### src/dpt_pkg.sv
// shared types and constants for the device parent table
package dpt_pkg;

    localparam int DEPTH_DEF = 16;
    localparam int ID_W      = 16;
    localparam int CID_W     = 15;
    localparam int CNT_W     = 5;
    localparam int MAXC_W    = 5;

    localparam logic signed [ID_W-1:0] NO_PARENT = -16'sd1;

    typedef enum logic [1:0] {
        OP_ADD     = 2'd0,
        OP_REMOVE  = 2'd1,
        OP_GET     = 2'd2,
        OP_COLLECT = 2'd3
    } op_t;

    typedef enum logic [1:0] {
        STS_OK          = 2'd0,
        STS_INVALID     = 2'd1,
        STS_NOT_ALLOWED = 2'd2,
        STS_NOT_FOUND   = 2'd3
    } status_t;

    typedef enum logic [2:0] {
        S_IDLE,
        S_START,
        S_SCAN,
        S_ORPHAN,
        S_FINISH
    } state_t;

    typedef struct packed {
        status_t status;
        logic    with_parent;
        logic    with_count;
    } fin_t;

    typedef struct packed {
        logic load;
        logic scan_en;
        logic scan_restart;
        logic orphan;
        logic commit_add;
        logic commit_remove;
        logic emit_final;
        fin_t fin;
    } cmd_t;

    typedef struct packed {
        op_t  op;
        logic id_neg;
        logic maxc_zero;
        logic scan_done;
        logic found;
        logic dup;
        logic overflow;
        logic out_free;
    } stat_t;

endpackage

### src/dpt_ctrl.sv
// operation sequencer for the device parent table
module dpt_ctrl
(
    input  logic            clk,
    input  logic            rst_n,
    input  logic            in_valid,
    output logic            in_stall,
    input  dpt_pkg::stat_t  st,
    output dpt_pkg::cmd_t   cmd
);

    dpt_pkg::state_t state_reg;
    dpt_pkg::state_t state_next;
    dpt_pkg::fin_t   fin_reg;
    dpt_pkg::fin_t   fin_next;

    always_ff @(posedge clk or negedge rst_n)
    begin
        if (!rst_n)
        begin
            state_reg <= dpt_pkg::S_IDLE;
            fin_reg   <= '{dpt_pkg::STS_OK, 1'b0, 1'b0};
        end
        else
        begin
            state_reg <= state_next;
            fin_reg   <= fin_next;
        end
    end

    always_comb
    begin
        state_next = state_reg;
        fin_next   = fin_reg;
        cmd        = '0;
        cmd.fin    = fin_reg;
        in_stall   = (state_reg != dpt_pkg::S_IDLE);
        case (state_reg)
            dpt_pkg::S_IDLE:
            begin
                if (in_valid)
                begin
                    cmd.load   = 1'b1;
                    state_next = dpt_pkg::S_START;
                end
            end
            dpt_pkg::S_START:
            begin
                if ((st.op == dpt_pkg::OP_ADD && st.id_neg) ||
                    (st.op == dpt_pkg::OP_COLLECT && st.maxc_zero))
                begin
                    fin_next   = '{dpt_pkg::STS_INVALID, 1'b0, 1'b0};
                    state_next = dpt_pkg::S_FINISH;
                end
                else
                begin
                    state_next = dpt_pkg::S_SCAN;
                end
            end
            dpt_pkg::S_SCAN:
            begin
                cmd.scan_en = 1'b1;
                if (st.overflow)
                begin
                    fin_next   = '{dpt_pkg::STS_NOT_ALLOWED, 1'b0, 1'b0};
                    state_next = dpt_pkg::S_FINISH;
                end
                else if (st.scan_done)
                begin
                    state_next = dpt_pkg::S_FINISH;
                    case (st.op)
                        dpt_pkg::OP_ADD:
                        begin
                            if (!st.dup && st.found)
                            begin
                                cmd.commit_add = 1'b1;
                                fin_next = '{dpt_pkg::STS_OK, 1'b0, 1'b0};
                            end
                            else
                            begin
                                fin_next = '{dpt_pkg::STS_NOT_ALLOWED, 1'b0, 1'b0};
                            end
                        end
                        dpt_pkg::OP_REMOVE:
                        begin
                            if (st.found)
                            begin
                                cmd.commit_remove = 1'b1;
                                cmd.scan_restart  = 1'b1;
                                state_next        = dpt_pkg::S_ORPHAN;
                            end
                            else
                            begin
                                fin_next = '{dpt_pkg::STS_NOT_FOUND, 1'b0, 1'b0};
                            end
                        end
                        dpt_pkg::OP_GET:
                        begin
                            if (st.found)
                                fin_next = '{dpt_pkg::STS_OK, 1'b1, 1'b0};
                            else
                                fin_next = '{dpt_pkg::STS_NOT_FOUND, 1'b0, 1'b0};
                        end
                        default:
                        begin
                            fin_next = '{dpt_pkg::STS_OK, 1'b0, 1'b1};
                        end
                    endcase
                end
            end
            dpt_pkg::S_ORPHAN:
            begin
                cmd.scan_en = 1'b1;
                cmd.orphan  = 1'b1;
                if (st.scan_done)
                begin
                    fin_next   = '{dpt_pkg::STS_OK, 1'b0, 1'b0};
                    state_next = dpt_pkg::S_FINISH;
                end
            end
            dpt_pkg::S_FINISH:
            begin
                if (st.out_free)
                begin
                    cmd.emit_final = 1'b1;
                    state_next     = dpt_pkg::S_IDLE;
                end
            end
            default:
            begin
                state_next = dpt_pkg::S_IDLE;
            end
        endcase
    end

endmodule

### src/dpt_dp.sv
// table storage, slot scan and result register for the device parent table
module dpt_dp
#(
    parameter int TABLE_DEPTH = dpt_pkg::DEPTH_DEF
)
(
    input  logic                                clk,
    input  logic                                rst_n,
    input  logic                                cfg_wr_en,
    input  logic [dpt_pkg::CID_W-1:0]           cfg_wr_data,
    input  logic [1:0]                          op,
    input  logic signed [dpt_pkg::ID_W-1:0]     id,
    input  logic [dpt_pkg::MAXC_W-1:0]          child_limit,
    output logic                                out_valid,
    input  logic                                out_stall,
    output logic [1:0]                          status,
    output logic signed [dpt_pkg::ID_W-1:0]     parent_dev,
    output logic [dpt_pkg::CID_W-1:0]           child_id,
    output logic                                child_valid,
    output logic [dpt_pkg::CNT_W-1:0]           child_count,
    output logic                                last,
    input  dpt_pkg::cmd_t                       cmd,
    output dpt_pkg::stat_t                      st
);

    localparam int IW = (TABLE_DEPTH > 1) ? $clog2(TABLE_DEPTH) : 1;
    localparam int CW = $clog2(TABLE_DEPTH + 1);

    // table
    logic [TABLE_DEPTH-1:0]             entry_valid_reg;
    logic [dpt_pkg::CID_W-1:0]          mem_id [TABLE_DEPTH];
    logic signed [dpt_pkg::ID_W-1:0]    mem_par [TABLE_DEPTH];
    logic [dpt_pkg::CID_W-1:0]          ctrl_id_reg;

    // captured request
    dpt_pkg::op_t                       q_op_reg;
    logic signed [dpt_pkg::ID_W-1:0]    q_id_reg;
    logic [dpt_pkg::MAXC_W-1:0]         q_maxc_reg;

    // scan pipeline
    logic [CW-1:0]                      iss_cnt_reg;
    logic                               chk_vld_reg;
    logic [IW-1:0]                      chk_idx_reg;
    logic [dpt_pkg::CID_W-1:0]          rd_id_reg;
    logic signed [dpt_pkg::ID_W-1:0]    rd_par_reg;
    logic                               found_reg;
    logic                               dup_reg;
    logic [IW-1:0]                      slot_reg;
    logic signed [dpt_pkg::ID_W-1:0]    par_cap_reg;
    logic [dpt_pkg::CNT_W-1:0]          n_reg;

    // result register
    logic                               out_valid_reg;
    dpt_pkg::status_t                   out_status_reg;
    logic signed [dpt_pkg::ID_W-1:0]    out_parent_reg;
    logic [dpt_pkg::CID_W-1:0]          out_child_reg;
    logic                               out_cv_reg;
    logic [dpt_pkg::CNT_W-1:0]          out_count_reg;
    logic                               out_last_reg;

    logic out_free;
    logic adv;
    logic issue;
    logic ev;
    logic id_hit;
    logic par_hit;
    logic over_lim;
    logic ld_child;
    logic orphan_wr;

    assign out_free  = !out_valid_reg || !out_stall;
    assign adv       = cmd.scan_en && out_free;
    assign issue     = adv && (iss_cnt_reg < CW'(TABLE_DEPTH));
    assign ev        = entry_valid_reg[chk_idx_reg];
    assign id_hit    = ev && !q_id_reg[dpt_pkg::ID_W-1]
                       && (rd_id_reg == q_id_reg[dpt_pkg::CID_W-1:0]);
    assign par_hit   = ev && (rd_par_reg == q_id_reg);
    assign over_lim  = (n_reg >= q_maxc_reg);
    assign ld_child  = adv && chk_vld_reg && !cmd.orphan
                       && (q_op_reg == dpt_pkg::OP_COLLECT) && par_hit && !over_lim;
    assign orphan_wr = adv && chk_vld_reg && cmd.orphan && par_hit;

    assign st.op        = q_op_reg;
    assign st.id_neg    = q_id_reg[dpt_pkg::ID_W-1];
    assign st.maxc_zero = (q_maxc_reg == '0);
    assign st.scan_done = (iss_cnt_reg == CW'(TABLE_DEPTH)) && !chk_vld_reg;
    assign st.found     = found_reg;
    assign st.dup       = dup_reg;
    assign st.overflow  = chk_vld_reg && !cmd.orphan
                          && (q_op_reg == dpt_pkg::OP_COLLECT) && par_hit && over_lim;
    assign st.out_free  = out_free;

    // config and valid flags
    always_ff @(posedge clk or negedge rst_n)
    begin
        if (!rst_n)
        begin
            ctrl_id_reg     <= '0;
            entry_valid_reg <= '0;
        end
        else
        begin
            if (cfg_wr_en)
                ctrl_id_reg <= cfg_wr_data;
            if (cmd.commit_add)
                entry_valid_reg[slot_reg] <= 1'b1;
            if (cmd.commit_remove)
                entry_valid_reg[slot_reg] <= 1'b0;
        end
    end

    // table memories
    always_ff @(posedge clk)
    begin
        if (cmd.commit_add)
        begin
            mem_id[slot_reg]  <= q_id_reg[dpt_pkg::CID_W-1:0];
            mem_par[slot_reg] <= {1'b0, ctrl_id_reg};
        end
        else if (orphan_wr)
        begin
            mem_par[chk_idx_reg] <= dpt_pkg::NO_PARENT;
        end
        if (issue)
        begin
            rd_id_reg  <= mem_id[iss_cnt_reg[IW-1:0]];
            rd_par_reg <= mem_par[iss_cnt_reg[IW-1:0]];
        end
    end

    // scan control
    always_ff @(posedge clk or negedge rst_n)
    begin
        if (!rst_n)
        begin
            iss_cnt_reg <= '0;
            chk_vld_reg <= 1'b0;
            found_reg   <= 1'b0;
            dup_reg     <= 1'b0;
            n_reg       <= '0;
        end
        else if (cmd.load)
        begin
            iss_cnt_reg <= '0;
            chk_vld_reg <= 1'b0;
            found_reg   <= 1'b0;
            dup_reg     <= 1'b0;
            n_reg       <= '0;
        end
        else if (cmd.scan_restart)
        begin
            iss_cnt_reg <= '0;
            chk_vld_reg <= 1'b0;
        end
        else if (adv)
        begin
            chk_vld_reg <= issue;
            if (issue)
                iss_cnt_reg <= iss_cnt_reg + CW'(1);
            if (chk_vld_reg && !cmd.orphan)
            begin
                if (q_op_reg == dpt_pkg::OP_ADD)
                begin
                    if (id_hit)
                        dup_reg <= 1'b1;
                    if (!ev && !found_reg)
                        found_reg <= 1'b1;
                end
                else if (id_hit && !found_reg)
                begin
                    found_reg <= 1'b1;
                end
            end
            if (ld_child)
                n_reg <= n_reg + dpt_pkg::CNT_W'(1);
        end
    end

    // scan payload
    always_ff @(posedge clk)
    begin
        if (cmd.load)
        begin
            q_op_reg   <= dpt_pkg::op_t'(op);
            q_id_reg   <= id;
            q_maxc_reg <= child_limit;
        end
        if (issue)
            chk_idx_reg <= iss_cnt_reg[IW-1:0];
        if (adv && chk_vld_reg && !cmd.orphan && !found_reg)
        begin
            if ((q_op_reg == dpt_pkg::OP_ADD) ? !ev : id_hit)
            begin
                slot_reg    <= chk_idx_reg;
                par_cap_reg <= rd_par_reg;
            end
        end
    end

    // result register
    always_ff @(posedge clk or negedge rst_n)
    begin
        if (!rst_n)
            out_valid_reg <= 1'b0;
        else if (ld_child || cmd.emit_final)
            out_valid_reg <= 1'b1;
        else if (!out_stall)
            out_valid_reg <= 1'b0;
    end

    always_ff @(posedge clk)
    begin
        if (ld_child)
        begin
            out_status_reg <= dpt_pkg::STS_OK;
            out_parent_reg <= '0;
            out_child_reg  <= rd_id_reg;
            out_cv_reg     <= 1'b1;
            out_count_reg  <= '0;
            out_last_reg   <= 1'b0;
        end
        else if (cmd.emit_final)
        begin
            out_status_reg <= cmd.fin.status;
            out_parent_reg <= cmd.fin.with_parent ? par_cap_reg : '0;
            out_child_reg  <= '0;
            out_cv_reg     <= 1'b0;
            out_count_reg  <= cmd.fin.with_count ? n_reg : '0;
            out_last_reg   <= 1'b1;
        end
    end

    assign out_valid   = out_valid_reg;
    assign status      = out_status_reg;
    assign parent_dev  = out_parent_reg;
    assign child_id    = out_child_reg;
    assign child_valid = out_cv_reg;
    assign child_count = out_count_reg;
    assign last        = out_last_reg;

endmodule

### src/device_parent_table_top.sv
// top level of the device parent table
//
// requests come in on in_valid/in_stall with op, id and child_limit; a
// request transfers when in_valid is high and in_stall is low. results go
// out on out_valid/out_stall, one transfer per result, the final one with
// last set. add, remove and get parent give one result; collect gives one
// result per matching child in slot order, then a final status result.
// the user must write the controller id register through cfg_wr_en/cfg_wr_data
// only while idle; the block itself does not enforce this. every operation but
// an early error walks the table one slot per cycle, while no result-side stall
// holds it, through the single read port of the table memory, whose read is
// registered. remove does a lookup walk then an orphaning walk; an add with a
// negative id or a collect with a zero limit is an early error and ends
// without a walk. in_stall is high from the request transfer until the final
// result is placed, so a new request is not taken before the last one is
// through; the next request can transfer in the cycle after the final result
// is placed. a stall on the result side freezes the walk until the result
// moves. reset clears all valid flags at once and sets the controller id to 0.
module device_parent_table_top
#(
    parameter int TABLE_DEPTH = dpt_pkg::DEPTH_DEF
)
(
    input  logic                                clk,
    input  logic                                rst_n,
    input  logic                                cfg_wr_en,
    input  logic [dpt_pkg::CID_W-1:0]           cfg_wr_data,
    input  logic                                in_valid,
    output logic                                in_stall,
    input  logic [1:0]                          op,
    input  logic signed [dpt_pkg::ID_W-1:0]     id,
    input  logic [dpt_pkg::MAXC_W-1:0]          child_limit,
    output logic                                out_valid,
    input  logic                                out_stall,
    output logic [1:0]                          status,
    output logic signed [dpt_pkg::ID_W-1:0]     parent_dev,
    output logic [dpt_pkg::CID_W-1:0]           child_id,
    output logic                                child_valid,
    output logic [dpt_pkg::CNT_W-1:0]           child_count,
    output logic                                last
);

    dpt_pkg::cmd_t  cmd;
    dpt_pkg::stat_t st;

    dpt_ctrl u_ctrl
    (
        .clk      (clk),
        .rst_n    (rst_n),
        .in_valid (in_valid),
        .in_stall (in_stall),
        .st       (st),
        .cmd      (cmd)
    );

    dpt_dp
    #(
        .TABLE_DEPTH (TABLE_DEPTH)
    )
    u_dp
    (
        .clk          (clk),
        .rst_n        (rst_n),
        .cfg_wr_en    (cfg_wr_en),
        .cfg_wr_data  (cfg_wr_data),
        .op           (op),
        .id           (id),
        .child_limit  (child_limit),
        .out_valid    (out_valid),
        .out_stall    (out_stall),
        .status       (status),
        .parent_dev   (parent_dev),
        .child_id     (child_id),
        .child_valid  (child_valid),
        .child_count  (child_count),
        .last         (last),
        .cmd          (cmd),
        .st           (st)
    );

endmodule

### config.mk
export PLATFORM = sky130hd
export DESIGN_NAME = device_parent_table_top
export DESIGN_NICKNAME = d
export VERILOG_FILES = /design/src/dpt_pkg.sv /design/src/dpt_ctrl.sv /design/src/dpt_dp.sv /design/src/device_parent_table_top.sv
export SDC_FILE = /design/constraint.sdc
export NUM_CORES = 1
export LEC_CHECK = 0
export ABC_CLOCK_PERIOD_IN_PS = 7550
export BUFFER_PORTS_ARGS = -buffer_cell sky130_fd_sc_hd__buf_2
export CAP_MARGIN = 20
export CORE_MARGIN = 2
export CORE_UTILIZATION = 45
export DETAILED_ROUTE_END_ITERATION = 12
export GPL_TIMING_DRIVEN = 0
export PLACE_DENSITY = 0.72
export SLEW_MARGIN = 5
export SYNTH_ARGS = -nofsm -noshare
export SYNTH_HDL_FRONTEND = slang
export SYNTH_SLANG_ARGS = --single-unit
### constraint.sdc
create_clock -name clk -period 7.55 [get_ports clk]
set_input_delay 0 -clock clk [delete_from_list [all_inputs] [get_ports clk]]
set_output_delay 0 -clock clk [all_outputs]
set_load 0.02 [all_outputs]
# == Yosys cells after proc, flatten, opt, wreduce, memory -nomap -nowiden ==
# Memories as Yosys holds them, arrays and structs flattened. A register that Yosys moved wholly into a read port is not among the register bits.
# Index checks and enable logic that the tools add are counted.
# word_totals
latch_bits,0
mem_bits_rw,496
in_bits,43
n_memories,2
out_inout_bits,42
word_cells,193
regBits,139
romBits,0
# classes
n_mul,0
reduce_logical,59
n_addsub,2
magnitude_cmp,5
mux,79
n_shift,0
n_eq_ne,19
div,0
bitwise_logic,3
# memory_table
memory,depth,width,rd,rd_clocked_by_memory_dff,write_ports,line_no,text
u_dp.mem_par,16,16,1,1,1,dpt_dp.sv:32,logic signed [dpt_pkg::ID_W-1:0] mem_par [TABLE_DEPTH];
u_dp.mem_id,16,15,1,1,1,dpt_dp.sv:31,logic [dpt_pkg::CID_W-1:0] mem_id [TABLE_DEPTH];
# op_table
cell,n
$mux 16,4
$mux 5,9
$mux 1,40
$mux 4,8
$mux 15,2
$logic_and 1x1->1,24
$mux 3,8
$pmux 4 s3,2
$and 16x16->16,1
$eq 16x16->1,1
$not 16->16,1
$or 16x16->16,1
$reduce_or 16->1,1
$eq 15x15->1,1
$pmux 3 s5,1
$reduce_and 5->1,3
$reduce_bool 3->1,5
$reduce_bool 2->1,6
$add 5x1->5 const B,2
$lt 4x5->1 const B,2
$logic_not 1->1,9
$ne 2x1->1 const B,4
$eq 3x2->1 const B,2
$mux 2,3
22 further kinds,27

# == Depth between registers and ports, before layout ==
# Gate-level depths: netlist of run 1.
# depth
word_depth,13
mapped_depth,12
mapped_depth_nobuf,9

# == Cells and area by module ==
# Synthesis of run 1 repeated with hierarchy kept, for this count alone.
# hier_totals
hier_cells,1266
hier_area_um2,25858.6
# by_module_without_submodules
module,instances,area_each_um2,seq_area_each_um2,cells_each
dpt_dp,1,25371.8,19313.5,1214
dpt_ctrl,1,486.7,175.2,52

# == Least setup slack after synthesis of run 1 ==
# OpenSTA, ideal clock, no wires.
# synth_path
path_kind,reg2reg
startpoint,reg u_dp.chk_idx_reg[0]
endpoint,"mem u_dp.mem_par[0][0] (netlist name), enable pin"
setup_ns,0.435
t_arrival_ns,3.477
path_stages_with_launch,9
n_path_buf,2
setup_slack_ns,3.638
period_less_slack_ns,3.912
required_ns,7.115
cell_sequence,edfxtp_1 buf_6 mux4_1 mux2i_1 mux2_4 nor2_1 nand4_1 clkbuf_1 o41ai_1
# synth_via
elab_chain_cells,11
word_cells_on_any_way,16
classes_between,mux: 11; reduce/logical: 5
# synth_lines
element,line_no,text
start: declaration,dpt_dp.sv:43,logic [IW-1:0] chk_idx_reg;
start signal: assignment,dpt_dp.sv:189,chk_idx_reg <= iss_cnt_reg[IW-1:0];
$bmux 1 s4,dpt_dp.sv:74,assign ev = entry_valid_reg[chk_idx_reg];
$mux 1 (implied by the code),dpt_dp.sv:74,
$logic_and 1x1->1,dpt_dp.sv:77,assign par_hit = ev && (rd_par_reg == q_id_reg);
$logic_and 1x1->1 (2 in a row),dpt_dp.sv:90,&& (q_op_reg == dpt_pkg::OP_COLLECT) && par_hit && over_lim;
$mux 2,dpt_ctrl.sv:63,if (st.overflow)
$mux 2,dpt_ctrl.sv:38,case (state_reg)
$mux 1,dpt_dp.sv:115,if (cmd.commit_add)
$mux 1 (implied by the code),dpt_dp.sv:122,mem_par[chk_idx_reg] <= dpt_pkg::NO_PARENT;
$reduce_or 16->1 (no line),n/a,
$mux 4 (no line) / $mux 1 (equally long branches),n/a,
end: declaration,dpt_dp.sv:32,
# Parallel ways exist; a longest one is shown, timed or not. The select of a mux whose other input is x is not followed.

# == Worst setup path in the final report of run 1 ==
# layout_path
startpoint,reg u_dp.iss_cnt_reg[1]
endpoint,"mem u_dp.mem_id[10][11] (netlist name), enable pin"
# layout_via
elab_chain_cells,7
# layout_lines
element,line_no,text
start: declaration,dpt_dp.sv:41,logic [CW-1:0] iss_cnt_reg;
start signal: assignment,dpt_dp.sv:159,iss_cnt_reg <= iss_cnt_reg + CW'(1);
$eq 5x5->1,dpt_dp.sv:86,assign st.scan_done = (iss_cnt_reg == CW'(TABLE_DEPTH)) && !chk_vld_reg;
$logic_and 1x1->1,dpt_dp.sv:86,
$mux 2,dpt_ctrl.sv:68,else if (st.scan_done)
$mux 2,dpt_ctrl.sv:63,
$mux 2,dpt_ctrl.sv:38,
$mux 1,dpt_dp.sv:115,
$mux 1 (implied by the code),dpt_dp.sv:117,mem_id[slot_reg] <= q_id_reg[dpt_pkg::CID_W-1:0];
end: declaration,dpt_dp.sv:31,
# Every way passes these cells.

==> results.md, run 1 <==
* Total track usage at between 20% and 30%
* CTS resizes at 0
* RSZ-0062 raised after global routing: no
* Die Y-Extent at about 240 um
* GP Congestion at roughly 0.88
* Place WS at about 3000 ps
* HP Class: in2reg
* Commonest cells after routing, fill and taps aside: edfxtp_1 (589), mux4_2 (155), buf_2 (89)
* Root buffer cell: clkbuf_16
* Setup Skew at 24.82 ps
* Max Freq at between 0.2 and 0.25 GHz
* CTS tree: yes
* Hold bufs inserted after CTS at 48
* Outcome: complete, no violations
* Die area at slightly below 60000 um^2
* Port buffer count at between 80 and 90
* Synth async-reset ratio at 7.808%
* Critical path start-end classification: reg2reg
* Setup TNS at 0 ps
* Vias in the first global route at around 14000
* Worst EP arrival at approximately 4900 ps
* #FFs+latches synth at approximately 670
* WL/cell at 26.80 um
* Max stage delay on crit path at roughly 650 ps
* Ys flop type: edfxtp_1
* Post-synth EDFFs at ~600
* VDD IR-drop max at ~180 uV
* Sequential share of the synthesized area at between 70 and 80%
* DIE WIDTH at approximately 240 um
* Syn Std Cell Area at between 20000 and 30000 um^2
* Final worst slack at between 2000 and 3000 ps
* Cell area after layout at 30550 um^2
* YS warnings at 0
* Post-DRT Antenna Nets at 0
* Filler cells at between 4000 and 5000
* Initial drt markers at 1249
* Initial antenna violation count at 0
* Drt pass-1 iters at 5
* CORE AREA at approximately 56000 um^2
* Worst-margin pin slew at around 1100 ps
* Synthesized area per cell at around 20 um^2
* Sinks on the clock net at about 670
* I/O pins at between 80 and 90
* First-pass GRT wire length at slightly above 90000 um
* Cts bufs inserted at 69
* Startpoint Class: flop
* Max clock buf depth at 3
* Synth-to-layout area growth at 18.97%
* Final HPWL DP at 40270 um
* Minimum clock period at about 4600 ps
* Max FFs per register at between 200 and 300
* Worst-path clk slew at 60 ps
* DRC errors left at 0
* Max stage delay cell, worst path: nor2_2
* Crit end category: flop
* Via count at approximately 13000
* Fin. Hold Viols at 0
* P per Cell Area at approximately 330 nW/um^2
* Max_cap viols at 0
* Initial Utilization at a little under half
* Drt via density at 5.810
* Net count reported at finish at roughly 1600
* Antenna cell count at 0
* Tcrit/Tclk final at between 60 and 70%
* CP dominant cell by count: clkbuf_1
* CP required at 7870 ps
* Post-layout util at 54.18%
* Slew margin rel. at between 20% and 30%
* Final slew viol count at 0
* Max Fanout on Critical Path at 10
* Buffers plus inverters on the worst setup path at 6
* Cell count after synthesis at ~1300
* Htree depth at 3
* CP delay by family, top: simple AND/OR/NAND/NOR gates
* Worst-skew pair later-pin latency at roughly 620 ps
* Post-synth cell types at 53
* Layout cell share with drive strength beyond 1 at about 28%
* Most common cell after layout, fill and taps aside: edfxtp_1
* Final setup fails at 0
* Final wirelength at 62130 um
* Post-Syn Nets at approximately 1300
* Placed Area at between 20000 and 30000 um^2
* Rows at 87
* Largest net degree at the start of global routing at 38
* Cells along the critical path: clkbuf_1 > clkbuf_1 > buf_1 > inv_1 > ha_1 > nand2_1 > nor4_1 > and4_1 > clkbuf_1 > nand2_1 > nor2_2 > buf_8
* Leakage at slightly above 0.01 uW
* Top reg by flops: u_dp.mem_par
* Global route overflow at 0
* Post-CTS setup buffers at 0
* Regs by FF count: u_dp.mem_par x256, u_dp.mem_id x240
per-layer routing:
layer	global-route usage [%]	vias up	routed length (um)
met3	4.489	137	4609
met4	7.488	0	1894
met2	36.58	625	31670
li1	-	5635	-
met1	27.86	7070	23950
met5	0	-	0
Yosys cell counts (all sizes together) (23+ instances only):
cell    number  area share (%)
xor2        33             1.1
nand2       58            0.85
a21oi       27            0.53
edfxtp     589              69
mux4       159              14
dfxtp       25             1.9
clkbuf      39            0.57
inv         23            0.34
nor2        34            0.50
nand2b      27            0.66
dfrtp       52             5.1
nand3       29            0.57
cell families after synthesis:
logic type | Yosys count | synth area share [%]
XOR/XNOR | 35 | 1.194
AO/OA/AOI/OAI | 84 | 2.300
adder cells (fa/ha/maj) | 8 | 0.3898
multiplexers | 179 | 14.88
AND/OR/NAND/NOR | 208 | 4.064
flip-flops | 666 | 75.90
buffers and inverters | 83 | 1.272
per-stage QoR:
| stage | hold WS [ps] | total power (uW) | cells |
|---|---|---|---|
| floorplan | -295.6 | 6047 | 1263 |
| global placement | 179.5 | 6729 | 2102 |
| detailed placement | -14.27 | 6839 | 2139 |
| CTS | 79.08 | 10070 | 2311 |
| global route | 82.47 | 10430 | 2318 |
| finish | 104.1 | 10080 | 2318 |
power by group:
group          switching [uW]  leakage [uW]  internal, uW  total [uW]
sequential                263       0.00624          4390        4650
clock                    1400       0.00104          1820        3220
combinational            1220       0.00295           994        2210
total                    2880        0.0102          7210       10100
cell type report:
class,instances,area [um^2],share of cell area [%]
timing repair buffer,175,1523,4.984
sequential,666,19490,63.79
tap,756,945.9,3.096
multi-input combinational,514,6127,20.06
buffer,60,240.2,0.7864
inverter,23,86.33,0.2826
clock buffer,84,1804,5.906
clock inverter,40,334.1,1.094
final timing paths:
check,startpoint,to,slack [ps],cells after the start
max,u_dp.iss_cnt_reg[1],u_dp.mem_id[10][11],2930,12
min,id[3],u_dp.q_id_reg[3],100,2
max reg2reg,u_dp.iss_cnt_reg[1],u_dp.mem_id[10][11],2930,12
min reg2reg,u_dp.parent_dev[9],u_dp.parent_dev[9],450,2
max in group asynchronous,rst_n,u_dp.ctrl_id_reg[13],5900,4
min in group asynchronous,rst_n,u_dp.entry_valid_reg[11],460,4
(Power assumes the default switching activity.)
==> run 2, diff against run 1 <==
- ABC_CLOCK_PERIOD_IN_PS: 7550 -> 4500
- clock period: 7.55 -> 4.5 ns (I/O delays scaled with it)
==> run 2 against run 1 <==
  * Wire length is 0.14% higher
  * Clock-buffer cell count stayed put
  * Design area rose by 0.20%
  * Sequential share of layout area shrank 0.13 points
==> results.md, run 2 (synthesized netlist as in run 1, its figures left out) <==
* Initial drt markers at 1303 (was 1249)
* DIE WIDTH at 242.9 um (unchanged)
* VDD IR-drop max at 327.2 uV (was 184.7 uV)
* Synth-to-layout area growth at 19.21% (was 18.97%)
* Regs by FF count: u_dp.mem_par x256, u_dp.mem_id x240 (unchanged)
* CTS tree: yes (unchanged)
* Tcrit/Tclk final at 96.89% (was 61.16%)
* Max stage delay on crit path at 870 ps (was 650 ps)
* GP Congestion at 0.8845 (unchanged)
* Initial Utilization at 45.54% (unchanged)
* Fin. Hold Viols at 0 (unchanged)
* Die Y-Extent at 242.9 um (unchanged)
* Drt pass-1 iters at 6 (was 5)
* Top reg by flops: u_dp.mem_par (unchanged)
* Net count reported at finish at 1563 (was 1560)
* HP Class: in2reg (unchanged)
* Worst-path clk slew at 60 ps (about the same)
* Final worst slack at 140.0 ps (was 2933 ps)
* Startpoint Class: flop (unchanged)
* Minimum clock period at 4360 ps (was 4617 ps)
* CP delay by family, top: simple AND/OR/NAND/NOR gates (unchanged)
* Via count at 13624 (was 13467)
* P per Cell Area at 552.9 nW/um^2 (was 330.1 nW/um^2)
* Cts bufs inserted at 69 (unchanged)
* Total track usage at 21.63% (was 21.60%)
* Post-DRT Antenna Nets at 0 (unchanged)
* Largest net degree at the start of global routing at 38 (unchanged)
* Final setup fails at 0 (unchanged)
* Worst-margin pin slew at 1106 ps (was 1098 ps)
* Max Freq at 0.2294 GHz (was 0.2166 GHz)
* Cells along the critical path: xor2_1 > nor4_1 > nand4_1 > nor2_1 > nand4_1 > clkbuf_1 > o41ai_2 > buf_4 > buf_4 (was clkbuf_1 > clkbuf_1 > buf_1 > inv_1 > ha_1 > nand2_1 > nor4_1 > and4_1 > clkbuf_1 > nand2_1 > nor2_2 > buf_8)
* Sinks on the clock net at 666 (unchanged)
* Leakage at 0.01025 uW (was 0.01023 uW)
* Worst-skew pair later-pin latency at 620 ps (about the same)
* Port buffer count at 83 (unchanged)
* First-pass GRT wire length at 92800 um (was 92740 um)
* Crit end category: flop (unchanged)
* Drt via density at 5.870 (was 5.810)
* I/O pins at 85 (unchanged)
* Buffers plus inverters on the worst setup path at 3 (was 6)
* DRC errors left at 0 (unchanged)
* Setup Skew at 23.74 ps (was 24.82 ps)
* Critical path start-end classification: reg2reg (unchanged)
* Final HPWL DP at 40270 um (unchanged)
* Layout cell share with drive strength beyond 1 at 27.86% (was 27.53%)
* Commonest cells after routing, fill and taps aside: edfxtp_1 (589), mux4_2 (155), buf_2 (89) (unchanged)
* Most common cell after layout, fill and taps aside: edfxtp_1 (unchanged)
* Max clock buf depth at 3 (unchanged)
* Slew margin rel. at 26.27% (was 26.83%)
* Global route overflow at 0 (unchanged)
* Outcome: complete, no violations (unchanged)
* WL/cell at 26.81 um (was 26.80 um)
* Filler cells at 4342 (was 4358)
* Initial antenna violation count at 0 (unchanged)
* Final slew viol count at 0 (unchanged)
* Worst EP arrival at 4670 ps (was 4930 ps)
* Antenna cell count at 0 (unchanged)
* Max Fanout on Critical Path at 18 (was 10)
* CP required at 4810 ps (was 7870 ps)
* Root buffer cell: clkbuf_16 (unchanged)
* Final wirelength at 62220 um (was 62130 um)
* Max_cap viols at 0 (unchanged)
* Vias in the first global route at 14121 (was 14116)
* Die area at 58990 um^2 (unchanged)
* Max FFs per register at 256 (unchanged)
* Max stage delay cell, worst path: edfxtp_1 (was nor2_2)
* Rows at 87 (unchanged)
* Place WS at -109.8 ps (was 2940 ps)
* CORE AREA at 56390 um^2 (unchanged)
* Htree depth at 3 (unchanged)
* Tot Pwr at 16920 uW (was 10080 uW)
[run 2: worst paths after layout]
| check | from | endpoint | slack [ps] | cells after the start |
|---|---|---|---|---|
| setup / recovery | u_dp.q_id_reg[9] | u_dp.mem_par[12][14] | 140 | 9 |
| max in group asynchronous | rst_n | u_dp.ctrl_id_reg[13] | 2820 | 4 |
| min in group asynchronous | rst_n | u_dp.iss_cnt_reg[2] | 460 | 4 |
| hold / removal | id[0] | u_dp.q_id_reg[0] | 100 | 2 |
| hold reg to reg | u_dp.parent_dev[9] | u_dp.parent_dev[9] | 450 | 2 |
| setup reg to reg | u_dp.q_id_reg[9] | u_dp.mem_par[12][14] | 140 | 9 |
[run 2: area by class of cell]
cell class | instances | area, um^2 | area share, %
Clock inverter | 40 | 334.1 | 1.091
Tap cell | 756 | 945.9 | 3.090
Buffer | 59 | 236.5 | 0.7726
Timing Repair Buffer | 179 | 1553 | 5.073
Sequential cell | 666 | 19490 | 63.67
Multi-Input combinational cell | 514 | 6161 | 20.13
Inverter | 23 | 86.33 | 0.2820
Clock buffer | 84 | 1804 | 5.894
[run 2: what timing repair did]
item                                    CTS  global route
pin swaps                                 0             2
hold buffers                             48             0
endpoints found under the setup margin   44           343
hold endpoints to repair                 97             0
resized for setup                         2             5
buffers inserted                          0             4
[run 2: power breakdown]
group / internal (uW) / switching, uW
clock: 3060 / 2340
combinational: 1670 / 2060
sequential: 7370 / 433
total: 12100 / 4830
[run 2: metal layers]
layer | global-route usage [%] | routed length [um] | vias up
met5 | 0 | 0 | -
li1 | - | - | 5644
met1 | 27.85 | 23740 | 7138
met2 | 36.59 | 31720 | 701
met4 | 7.669 | 1889 | 0
met3 | 4.511 | 4864 | 141
[run 2: through the flow]
step                      TNS, ps  instance area [um^2]  hold slack, ps  utilization (%)  std cells
after floorplan                 0                 25680          -295.6                -       1263
after global placement    -472760                 27040           179.5            47.95       2102
after detailed placement    -3477                 27830          -14.27            49.35       2139
after CTS                   -2411                 30460           79.08            54.02       2311
after global routing        -1014                 30610           82.47            54.28       2321
final                           0                 30610           103.7            54.28       2321
[run 2: worst register-to-register path: cells and delay by family, from the launching register on]
kind / cells / cell delay, ps
buffers and inverters: 3 / 980
AO/OA/AOI/OAI: 1 / 670
AND/OR/NAND/NOR: 4 / 1380
flip-flops: 1 / 870
XOR/XNOR: 1 / 150
==> run 3, diff against run 2 <==
- BUFFER_PORTS_ARGS: -buffer_cell sky130_fd_sc_hd__buf_2 -> default
- CAP_MARGIN: 20 -> default
- DONT_BUFFER_PORTS: default -> 1
- PLACE_DENSITY: 0.72 -> 0.71
- SLEW_MARGIN: 5 -> default
==> run 3 against run 2 <==
  * Final cell count is 3.4% lower
  * Combinational power down 6.2%
  * Worst setup slack better by 11 ps
  * Critical path depth is 3 higher
  * Highest routed layer is now met5
  * Global-route usage is essentially flat
  * Sequential power increased by 1%
  * Design area shrank 1.0%
  * Clock power increased by 0.9%
  * Largest cell class unchanged
  * Clock-buffer cell count increased by 17
==> results.md, run 3 (synthesized netlist as in run 1, its figures left out) <==
* Outcome: complete, no violations (unchanged)
* HP Class: in2reg (unchanged)
* Worst-path clk slew at 60 ps (about the same)
* Non-filler instance count after layout at 2241 (was 2321)
* Reg2Reg Setup Slack at 150 ps (was 140 ps)
* Post-CTS setup buffers at 0 (unchanged)
* Top reg by flops: u_dp.mem_par (unchanged)
* Commonest cells after routing, fill and taps aside: edfxtp_1 (589), mux4_2 (155), clkbuf_16 (69) (was edfxtp_1 (589), mux4_2 (155), buf_2 (89))
* P per Cell Area at 555.8 nW/um^2 (was 552.9 nW/um^2)
* Total track usage at 21.61% (was 21.63%)
* Max_cap viols at 0 (unchanged)
* Via count at 13272 (was 13624)
* Initial Utilization at 45.54% (unchanged)
* Cell area after layout at 30300 um^2 (was 30610 um^2)
* Max stage delay on crit path at 480 ps (was 870 ps)
* Setup Skew at 27.46 ps (was 23.74 ps)
* Final slew viol count at 0 (unchanged)
* Area of the multi-input gates at 6170 um^2 (was 6161 um^2)
* Max Freq at 0.2300 GHz (was 0.2294 GHz)
* Max FFs per register at 256 (unchanged)
* GP Congestion at 0.9231 (was 0.8845)
* Drt via density at 5.922 (was 5.870)
* Reg-to-Reg End: u_dp.mem_id[15][9] (was u_dp.mem_par[12][14])
* Layout cell share with drive strength beyond 1 at 22.83% (was 27.86%)
* Net count reported at finish at 1483 (was 1563)
* Worst R2R Path Depth at 12 (was 9)
* Initial drt markers at 1474 (was 1303)
* Port buffer count at 0 (was 83)
* Global route overflow at 0 (unchanged)
* CTS tree: yes (unchanged)
* Critical path start-end classification: reg2reg (unchanged)
* Final HPWL DP at 40460 um (was 40270 um)
* Worst-skew pair later-pin latency at 630 ps (was 620 ps)
* Die area at 58990 um^2 (unchanged)
* Hold Path Stages at 1 (was 2)
* Hold_sp: child_limit[1] (was id[0])
* Worst Hold End: u_dp.q_maxc_reg[1] (was u_dp.q_id_reg[0])
* DIE WIDTH at 242.9 um (unchanged)
* Vias in the first global route at 13759 (was 14121)
* Worst-margin pin slew at 1299 ps (was 1106 ps)
* Initial antenna violation count at 2 (was 0)
* WL/cell at 27.85 um (was 26.81 um)
* Die Y-Extent at 242.9 um (unchanged)
* Placed Area at 27400 um^2 (was 27830 um^2)
* Final worst slack at 151.5 ps (was 140.0 ps)
* Htree depth at 3 (unchanged)
* Worst EP arrival at 4670 ps (about the same)
* DRC errors left at 0 (unchanged)
* Final setup fails at 0 (unchanged)
* Root buffer cell: clkbuf_16 (unchanged)
* Leakage at 0.009906 uW (was 0.01025 uW)
* Max stage delay cell, worst path: nor2_4 (was edfxtp_1)
* CORE AREA at 56390 um^2 (unchanged)
* Max clock buf depth at 3 (unchanged)
* R2R Path Start: u_dp.iss_cnt_reg[1] (was u_dp.q_id_reg[9])
* Tcrit/Tclk final at 96.63% (was 96.89%)
* Crit end category: flop (unchanged)
* Sinks on the clock net at 666 (unchanged)
* Cells along the critical path: clkbuf_1 > clkbuf_1 > clkbuf_2 > inv_1 > ha_1 > nand2_1 > nor4_2 > and4_1 > clkbuf_1 > nand3_1 > nor2_4 > buf_8 (was xor2_1 > nor4_1 > nand4_1 > nor2_1 > nand4_1 > clkbuf_1 > o41ai_2 > buf_4 > buf_4)
* I/O pins at 85 (unchanged)
* CP dominant cell by count: clkbuf_1
* Startpoint Class: flop (unchanged)
* Dpl cells at 2052 (was 2139)
* VDD IR-drop max at 331.0 uV (was 327.2 uV)
* Regs by FF count: u_dp.mem_par x256, u_dp.mem_id x240 (unchanged)
* Final wirelength at 62410 um (was 62220 um)
* Fin. Hold Viols at 0 (unchanged)
* Post-DRT Antenna Nets at 0 (unchanged)
* Rows at 87 (unchanged)
* Slew margin rel. at 13.41% (was 26.27%)
* Place WS at -105.7 ps (was -109.8 ps)
* Hold WS at 17.64 ps (was 103.7 ps)
* Most common cell after layout, fill and taps aside: edfxtp_1 (unchanged)
* Drt pass-1 iters at 5 (was 6)
* First-pass GRT wire length at 91980 um (was 92800 um)
* Largest net degree at the start of global routing at 53 (was 38)
* Antenna cell count at 0 (unchanged)
* CP required at 4820 ps (was 4810 ps)
* Cts bufs inserted at 68 (was 69)
* Filler cells at 4243 (was 4342)
* Max Fanout on Critical Path at 10 (was 18)
* Minimum clock period at 4349 ps (was 4360 ps)
* Reg area at 19490 um^2 (unchanged)
* Synth-to-layout area growth at 17.99% (was 19.21%)
==> run 3: stage by stage <==
step,setup TNS [ps],util [%],total power (uW)
final,0,53.73,16840
after detailed placement,-3184,48.59,11400
after CTS,0,53.70,16920
after floorplan,0,-,10140
after global routing,-2253,53.73,17400
after global placement,-430190,47.22,11220
==> run 3: final cells by class <==
| type | instances | share of cell area (%) |
|---|---|---|
| plain buffers | 59 | 0.7847 |
| inverters | 23 | 0.2974 |
| flip-flops and latches | 666 | 64.33 |
| clock buffers | 101 | 6.327 |
| multi-input cells | 514 | 20.37 |
| clock inverters | 22 | 0.7641 |
| well taps | 756 | 3.122 |
| repair buffers | 100 | 4.010 |
==> run 3: how the worst max path moves through the flow <==
stage                              startpoint  slack [ps]  depth (start not counted)                   to
after floorplan           u_dp.chk_idx_reg[0]         590                          8   u_dp.mem_par[0][0]
after global placement       u_dp.q_id_reg[9]       -2240                          7   u_dp.mem_par[4][3]
after detailed placement  u_dp.iss_cnt_reg[1]        -110                         12   u_dp.mem_id[15][5]
after CTS                 u_dp.iss_cnt_reg[1]         100                         12   u_dp.mem_id[10][5]
after global routing      u_dp.iss_cnt_reg[1]         -60                         12  u_dp.mem_par[10][3]
final                     u_dp.iss_cnt_reg[1]         150                         12   u_dp.mem_id[15][9]
==> run 3: routing by layer <==
layer | up-vias | part of all wire, % | global-route usage (%)
li1 | 5485 | - | -
met1 | 7001 | 37 | 26.70
met2 | 639 | 52 | 37.25
met3 | 143 | 7.9 | 4.898
met4 | 4 | 3.1 | 8.192
met5 | - | 0.051 | 0
==> run 3: power breakdown <==
group          leakage, uW  switching, uW  internal [uW]
logic              0.00262           1950           1530
clock network      0.00105           2350           3100
registers          0.00624            528           7370
total              0.00991           4830          12000
==> run 3: worst max-delay path: cells and delay by family, from the launching register on <==
kind          cells  cell delay (ps)
flops             1              410
buf+inv           6             1750
fa+ha+maj         1              180
simple gates      5             1670
==> run 3: timing repair <==
item,4_1_cts,5_1_grt
resized for setup,4,6
pin swaps,0,0
setup endpoints to repair,129,201
hold buffers,67,0
hold endpoints to repair,111,0
